## src/hw/rtl/nfbs_pkg.sv

```systemverilog
// shared types and constants for the null-free byte stuffing framer
package nfbs_pkg;

	localparam logic [7:0] ESC_BYTE  = 8'h11;
	localparam logic [7:0] ZERO_CODE = 8'h80;
	localparam logic [7:0] END_CODE  = 8'h01;
	localparam logic [7:0] TRAIL_ONE = 8'h01;
	localparam logic [7:0] TRAIL_TWO = 8'h02;

	localparam int QDEPTH = 4;
	localparam int QAW    = $clog2(QDEPTH);

	typedef enum logic [1:0] {
		KIND_NONE  = 2'd0,
		KIND_PLAIN = 2'd1,
		KIND_ZERO  = 2'd2,
		KIND_ESC   = 2'd3
	} kind_t;

	typedef struct packed {
		kind_t      kind;
		logic [7:0] data;
		logic       last;
		logic [1:0] nb;
		logic [2:0] total;
	} cmd_t;

endpackage

```

## src/hw/rtl/nfbs_front.sv

```systemverilog
// front part: accepts items, classifies them and pushes commands
module nfbs_front import nfbs_pkg::*; (
	input  logic       s_tvalid,
	output logic       s_tready,
	input  logic [7:0] s_tdata,
	input  logic       s_tuser,
	input  logic       s_tlast,
	input  logic       q_full,
	output logic       q_push,
	output cmd_t       q_cmd
);

	always_comb begin
		q_cmd.data = s_tdata;
		q_cmd.last = s_tlast;
		if (!s_tuser) begin
			q_cmd.kind = KIND_NONE;
			q_cmd.nb   = 2'd0;
		end else if (s_tdata == 8'h00) begin
			q_cmd.kind = KIND_ZERO;
			q_cmd.nb   = 2'd2;
		end else if (s_tdata == ESC_BYTE) begin
			q_cmd.kind = KIND_ESC;
			q_cmd.nb   = 2'd2;
		end else begin
			q_cmd.kind = KIND_PLAIN;
			q_cmd.nb   = 2'd1;
		end
		q_cmd.total = {1'b0, q_cmd.nb} + (s_tlast ? 3'd4 : 3'd0);
	end

	assign s_tready = !q_full;
	// items with neither byte nor end produce nothing
	assign q_push   = s_tvalid && !q_full && (s_tuser || s_tlast);

endmodule

```

## src/hw/rtl/nfbs_queue.sv

```systemverilog
// short command queue between front and back parts
module nfbs_queue import nfbs_pkg::*; (
	input  logic clk,
	input  logic arst_n,
	input  logic push,
	input  cmd_t push_cmd,
	output logic full,
	input  logic pop,
	output logic empty,
	output cmd_t head
);

	cmd_t               mem_q [QDEPTH];
	logic [QAW-1:0]     wr_ptr_q;
	logic [QAW-1:0]     rd_ptr_q;
	logic [QAW:0]       count_q;
	logic               do_push;
	logic               do_pop;

	assign full    = count_q == (QAW+1)'(QDEPTH);
	assign empty   = count_q == '0;
	assign do_push = push && !full;
	assign do_pop  = pop && !empty;
	assign head    = mem_q[rd_ptr_q];

	always_ff @(posedge clk) begin
		if (do_push) begin
			mem_q[wr_ptr_q] <= push_cmd;
		end
	end

	always_ff @(posedge clk or negedge arst_n) begin
		if (!arst_n) begin
			wr_ptr_q <= '0;
			rd_ptr_q <= '0;
			count_q  <= '0;
		end else begin
			if (do_push) begin
				wr_ptr_q <= wr_ptr_q + 1'b1;
			end
			if (do_pop) begin
				rd_ptr_q <= rd_ptr_q + 1'b1;
			end
			case ({do_push, do_pop})
				2'b10:   count_q <= count_q + 1'b1;
				2'b01:   count_q <= count_q - 1'b1;
				default: count_q <= count_q;
			endcase
		end
	end

endmodule

```

## src/hw/rtl/nfbs_back.sv

```systemverilog
// back part: emits the stuffed bytes and trailer, keeps the running sum
module nfbs_back import nfbs_pkg::*; (
	input  logic       clk,
	input  logic       arst_n,
	input  logic       q_empty,
	input  cmd_t       q_head,
	output logic       q_pop,
	output logic       m_tvalid,
	input  logic       m_tready,
	output logic [7:0] m_tdata,
	output logic       m_tuser,
	output logic       m_tlast
);

	logic [2:0] step_q;
	logic [7:0] sum_q;
	logic       out_free;
	logic       fire;
	logic       final_step;
	logic [1:0] tstep;
	logic [7:0] byte_nx;

	assign out_free   = !m_tvalid || m_tready;
	assign fire       = out_free && !q_empty;
	assign final_step = step_q == (q_head.total - 3'd1);
	assign q_pop      = fire && final_step;
	assign tstep      = 2'(step_q - {1'b0, q_head.nb});

	always_comb begin
		byte_nx = q_head.data;
		if (step_q < {1'b0, q_head.nb}) begin
			case (q_head.kind)
				KIND_ZERO: byte_nx = (step_q == 3'd0) ? ESC_BYTE : ZERO_CODE;
				KIND_ESC:  byte_nx = ESC_BYTE;
				default:   byte_nx = q_head.data;
			endcase
		end else begin
			case (tstep)
				2'd0:    byte_nx = ESC_BYTE;
				2'd1:    byte_nx = END_CODE;
				2'd2:    byte_nx = (sum_q == 8'hFF) ? TRAIL_TWO : TRAIL_ONE;
				default: byte_nx = 8'h00 - sum_q;
			endcase
		end
	end

	always_ff @(posedge clk) begin
		if (fire) begin
			m_tdata <= byte_nx;
			m_tuser <= final_step && q_head.last;
			m_tlast <= final_step;
		end
	end

	always_ff @(posedge clk or negedge arst_n) begin
		if (!arst_n) begin
			m_tvalid <= 1'b0;
			step_q   <= '0;
			sum_q    <= '0;
		end else begin
			if (out_free) begin
				m_tvalid <= !q_empty;
			end
			if (fire) begin
				step_q <= final_step ? 3'd0 : step_q + 3'd1;
				sum_q  <= (final_step && q_head.last) ? 8'h00 : sum_q + byte_nx;
			end
		end
	end

endmodule

```

## src/hw/rtl/null_free_byte_stuffing_framer.sv

```systemverilog
// top level of the null-free byte stuffing framer
// usage:
//   input stream s_*: s_tdata carries a payload byte, s_tuser says the byte
//   is valid, s_tlast closes the frame. output stream m_*: one frame byte
//   per item, m_tlast marks the last byte caused by one input item and
//   m_tuser marks the final checksum byte of a frame.
//   a zero byte goes out as 11 80, a byte 11 as 11 11, others unchanged;
//   a closing item adds the end mark 11 01 and a two-byte trailer that
//   makes the 8-bit frame sum zero.
//   throughput: one output byte per cycle unless the receiver stalls, set by the
//   back part, which steps through one command byte by byte; an item therefore yields 0 to
//   6 output bytes (none with neither byte nor close, 2 for an escaped byte, 4 more on close).
//   the front accepts an item per cycle while the 4-entry command queue
//   has room, so input and output stall independently.
//   the first byte of an item is written into the queue and then registered
//   in the output register, with no wait behind other commands when the queue is empty.
//   reset clears the queue, the output valid flag and the running sum.
//   when the receiver stalls, the output holds and the queue fills,
//   after which s_tready drops.
module null_free_byte_stuffing_framer import nfbs_pkg::*; (
	input  logic       clk,
	input  logic       arst_n,
	input  logic       s_tvalid,
	output logic       s_tready,
	input  logic [7:0] s_tdata,   // data_byte
	input  logic       s_tuser,   // has_byte
	input  logic       s_tlast,
	output logic       m_tvalid,
	input  logic       m_tready,
	output logic [7:0] m_tdata,   // out_byte
	output logic       m_tuser,   // frame_done
	output logic       m_tlast
);

	logic q_full;
	logic q_push;
	logic q_pop;
	logic q_empty;
	cmd_t q_cmd;
	cmd_t q_head;

	nfbs_front u_front (
		.s_tvalid (s_tvalid),
		.s_tready (s_tready),
		.s_tdata  (s_tdata),
		.s_tuser  (s_tuser),
		.s_tlast  (s_tlast),
		.q_full   (q_full),
		.q_push   (q_push),
		.q_cmd    (q_cmd)
	);

	nfbs_queue u_queue (
		.clk      (clk),
		.arst_n   (arst_n),
		.push     (q_push),
		.push_cmd (q_cmd),
		.full     (q_full),
		.pop      (q_pop),
		.empty    (q_empty),
		.head     (q_head)
	);

	nfbs_back u_back (
		.clk      (clk),
		.arst_n   (arst_n),
		.q_empty  (q_empty),
		.q_head   (q_head),
		.q_pop    (q_pop),
		.m_tvalid (m_tvalid),
		.m_tready (m_tready),
		.m_tdata  (m_tdata),
		.m_tuser  (m_tuser),
		.m_tlast  (m_tlast)
	);

endmodule

```

## config.mk

```make
export PLATFORM = sky130hd
export DESIGN_NAME = null_free_byte_stuffing_framer
export DESIGN_NICKNAME = d
export VERILOG_FILES = /design/src/hw/rtl/nfbs_pkg.sv /design/src/hw/rtl/nfbs_front.sv /design/src/hw/rtl/nfbs_queue.sv /design/src/hw/rtl/nfbs_back.sv /design/src/hw/rtl/null_free_byte_stuffing_framer.sv
export SDC_FILE = /design/constraint.sdc
export NUM_CORES = 1
export LEC_CHECK = 0
export ABC_AREA = 1
export BUFFER_PORTS_ARGS = -buffer_cell sky130_fd_sc_hd__buf_2
export CORE_MARGIN = 2
export CORE_UTILIZATION = 54
export CTS_CLUSTER_SIZE = 14
export DETAILED_ROUTE_END_ITERATION = 7
export PLACE_DENSITY = 0.86
export RECOVER_POWER = 100
export SLEW_MARGIN = 20
export SYNTH_ARGS = -nofsm -noshare
export SYNTH_HDL_FRONTEND = slang
export SYNTH_SLANG_ARGS = --single-unit
```

## constraint.sdc

```tcl
create_clock -name clk -period 3.3 [get_ports clk]
set_clock_uncertainty 0.05 [all_clocks]
set_input_delay 0.165 -clock clk [delete_from_list [all_inputs] [get_ports clk]]
set_output_delay 0.165 -clock clk [all_outputs]
set_load 0.02 [all_outputs]
```

==> metrics.md <==
| Metric | Value |
|---|---|
| Type of destination of the critical path | `flop` |
| Share of cells above drive strength 1 | `0.200` |
| Synthesis-stage register bit count | `77` |
| Chip width | `between 80 and 90 um` |
| Least-Margin Pin Slew | `~1.2 ns` |
| First-pass GRT wire length | `~13 mm` |
| Final cell count without fillers | `between 500 and 600` |
| Worst skew pair latency | `approximately 0.36 ns` |
| WP buf/inv | `4` |
| Dpl cells | `500` |
| Fill count | `between 500 and 600` |
| Flop-to-flop setup slack | `~0.018 ns` |
| FMAX | `between 0.3 and 0.4 GHz` |
| Worst path required time | `about 3.5 ns` |
| Max H-tree Level | `3` |
| Commonest non-fill, non-tap cells in the layout | `58 x edfxtp_1, 50 x nand2_1, 39 x inv_1, 36 x nor2_1, 25 x nand3_1` |
| Worst path slowest cell | `dfrtp_2` |
| Most frequent CP cell | `nand2_1` |
| Clk sinks | `77` |
| Die Ht | `89.0 um` |
| CP cell instances | `buf_4, nand2_1, a32oi_2, ha_2, inv_1, nand3_1, nor2_2, inv_1, buf_4, o31ai_4, ha_4, a21oi_1, o21ai_2, nand2_1, nand2_1, a21oi_2, xor2_1, o21ai_1` |
| Clock root cell | `clkbuf_8` |
| Synth Net Count | `around 400` |
| Vias | `approximately 2900` |
| Via/cell ratio | `approximately 5.5` |
| # DRC | `0` |
| Io pins | `26` |
| Cell row count | `30` |
| Crit-path max cell delay | `roughly 0.42 ns` |
| TritonCTS clock tree | `yes` |
| Critical path peak fanout | `5` |
| WP data arrival | `3.48 ns` |
| Synth async-reset ratio | `0.247` |
| Hpwl dp | `about 5.5 mm` |
| Die footprint | `just under 8000 um^2` |
| WL final | `a little over 8 mm` |
| Grt ovf | `0` |
| Fin crit share | `0.995` |
| Ant diodes | `0` |
| DRT Pass-1 Iters | `7` |
| Core region area | `6910 um^2` |
| Worst Setup Slack post-DPL | `-0.0702 ns` |
| Global placement routability congestion | `slightly below 0.9` |
| Syn Area/Cell | `around 11 um^2` |
| Initial antenna violation count | `0` |
| CP Class | `reg2reg` |
| Crit start category | `flop` |
| Yosys warning total | `0` |
| Max transition margin | `0.211` |
| Hold Path Class | `in2reg` |
| Outcome | `finished, final reports clean` |
| Iter 0 DRT Violations | `252` |
| Initial Utilization | `0.564` |
| Cell Area, Synth | `just under 4000 um^2` |
| Reg area | `around 2200 um^2` |
| Final setup TNS | `0 ns` |
| Most common library cell in the layout ignoring fill and taps | `edfxtp_1` |
| EDFF count, synth | `58` |
| Clock Path Buffers | `2` |
| Unrepaired setup endpoints after global routing | `true` |
| Register area share after synthesis | `0.569` |
| Layout Nets | `about 460` |
| Crit-path leading delay family | `compound AO/OA/AOI/OAI gates` |
| Count of different cell masters after synthesis | `40` |
| Vias in the first global route | `between 2000 and 3000` |
| Reg clk slew, reported paths | `~0.08 ns` |
| Per-cell routed wire length | `about 16 um` |
| Input/output buffers | `25` |
| Post-DRT Antenna Nets | `0` |
| P&R area growth vs syn | `17.7%` |
| Slew Limit Fails | `0` |
| Final setup viols | `0` |
| Largest net degree at the start of global routing | `22` |
| Final hold violations | `0` |
| Final worst-path setup slack | `0.0180 ns` |
| Multi-input combinational cell area | `about 1500 um^2` |
| Total GRT Usage | `0.218` |
| Max Cap Viol | `0` |
| Cells after synthesis | `370` |
| Final min period | `between 3 and 4 ns` |
| Ys flop type | `edfxtp_1` |
| Total CTS buffers | `9` |
[flip-flops by register name (all words and copies together) (netlist names)]
register,flops
u_queue.mem_q,48
u_back.m_tdata,8
u_back.sum_q,8
u_back.step_q,3
u_queue.count_q,3
u_queue.rd_ptr_q,2
u_queue.wr_ptr_q,2
u_back.m_tlast,1
u_back.m_tuser,1
u_back.m_tvalid,1
[cell usage after synthesis, types with 3 or more instances]
cell | instances | share of area
xor2_1 | 9 | 0.020
o21ai_2 | 3 | 0.0067
dfrtp_1 | 19 | 0.12
nand3_1 | 25 | 0.032
nand2_1 | 50 | 0.048
o22ai_1 | 11 | 0.018
nand4_1 | 6 | 0.0096
nand3_2 | 3 | 0.0077
a21oi_1 | 14 | 0.018
inv_2 | 3 | 0.0029
nor2_2 | 3 | 0.0048
o221ai_1 | 3 | 0.0067
ha_1 | 19 | 0.061
xnor2_1 | 4 | 0.0090
nor2_1 | 38 | 0.037
edfxtp_1 | 58 | 0.45
inv_1 | 40 | 0.039
nand2_2 | 5 | 0.0080
o21ai_0 | 27 | 0.035
[final timing paths]
path | startpoint | to | depth (start not counted)
setup / recovery | u_queue.rd_ptr_q[0] | u_back.sum_q[6] | 18
hold / removal | s_tdata[4] | u_queue.mem_q[0][10] | 1
setup reg to reg | u_queue.rd_ptr_q[0] | u_back.sum_q[6] | 18
hold reg to reg | u_queue.count_q[1] | u_queue.count_q[1] | 2
max in group asynchronous | arst_n | u_queue.rd_ptr_q[0] | 2
min in group asynchronous | arst_n | u_back.sum_q[2] | 2
[worst register-to-register path: cells and delay by family (launching register included)]
kind / cells / cell delay [ns]
AOI/OAI and AO/OA: 6 / 1.04
buffers and inverters: 4 / 0.45
xor gates and xnor gates: 1 / 0.21
and+or+nand+nor: 5 / 0.39
adders and majority gates: 2 / 0.61
DFF: 1 / 0.42
[kinds of logic (layout without fill, tap and decap cells)]
family / after synthesis / in the layout / synth area share
AO/OA/AOI/OAI: 66 / 66 / 0.101
buffers and inverters: 53 / 117 / 0.0623
XOR/XNOR: 13 / 13 / 0.0292
adder cells (fa/ha/maj): 21 / 21 / 0.0712
flip-flops: 77 / 77 / 0.569
AND/OR/NAND/NOR: 140 / 140 / 0.168
[through the flow]
| stage | instance area [um^2] | hold WS (ns) | utilization |
|---|---|---|---|
| final | 4590 | 0.0985 | 0.665 |
| after global routing | 4590 | 0.0905 | 0.665 |
| after CTS | 4480 | 0.0129 | 0.649 |
| after detailed placement | 4200 | 0.104 | 0.609 |
| after global placement | 4200 | 0.0918 | 0.609 |
| after floorplan | 3900 | -0.181 | - |
[area by class of cell]
type                    instances  share of cell area
inverters                      44              0.0365
repair buffers                 57              0.0796
multi-input cells             240               0.335
clock inverters                 7              0.0128
well taps                      96              0.0262
clock buffers                   9              0.0270
flip-flops and latches         77               0.483
[per-layer routing]
metal | global-route usage | routed length, um
met1 | 0.299 | 3560
met2 | 0.337 | 4090
met3 | 0.0489 | 495
met4 | 0.0950 | 156
met5 | 0 | 0
[timing repair]
action	4_1_cts	5_1_grt
buffers inserted	0	5
hold buffers	9	0
endpoints found under the setup margin	2	6
pin swaps	0	6
resized for setup	2	24
hold endpoints to repair	48	0
Power is not shown: default switching activity piles up to over one toggle a cycle in this logic, so the estimate is an artifact.
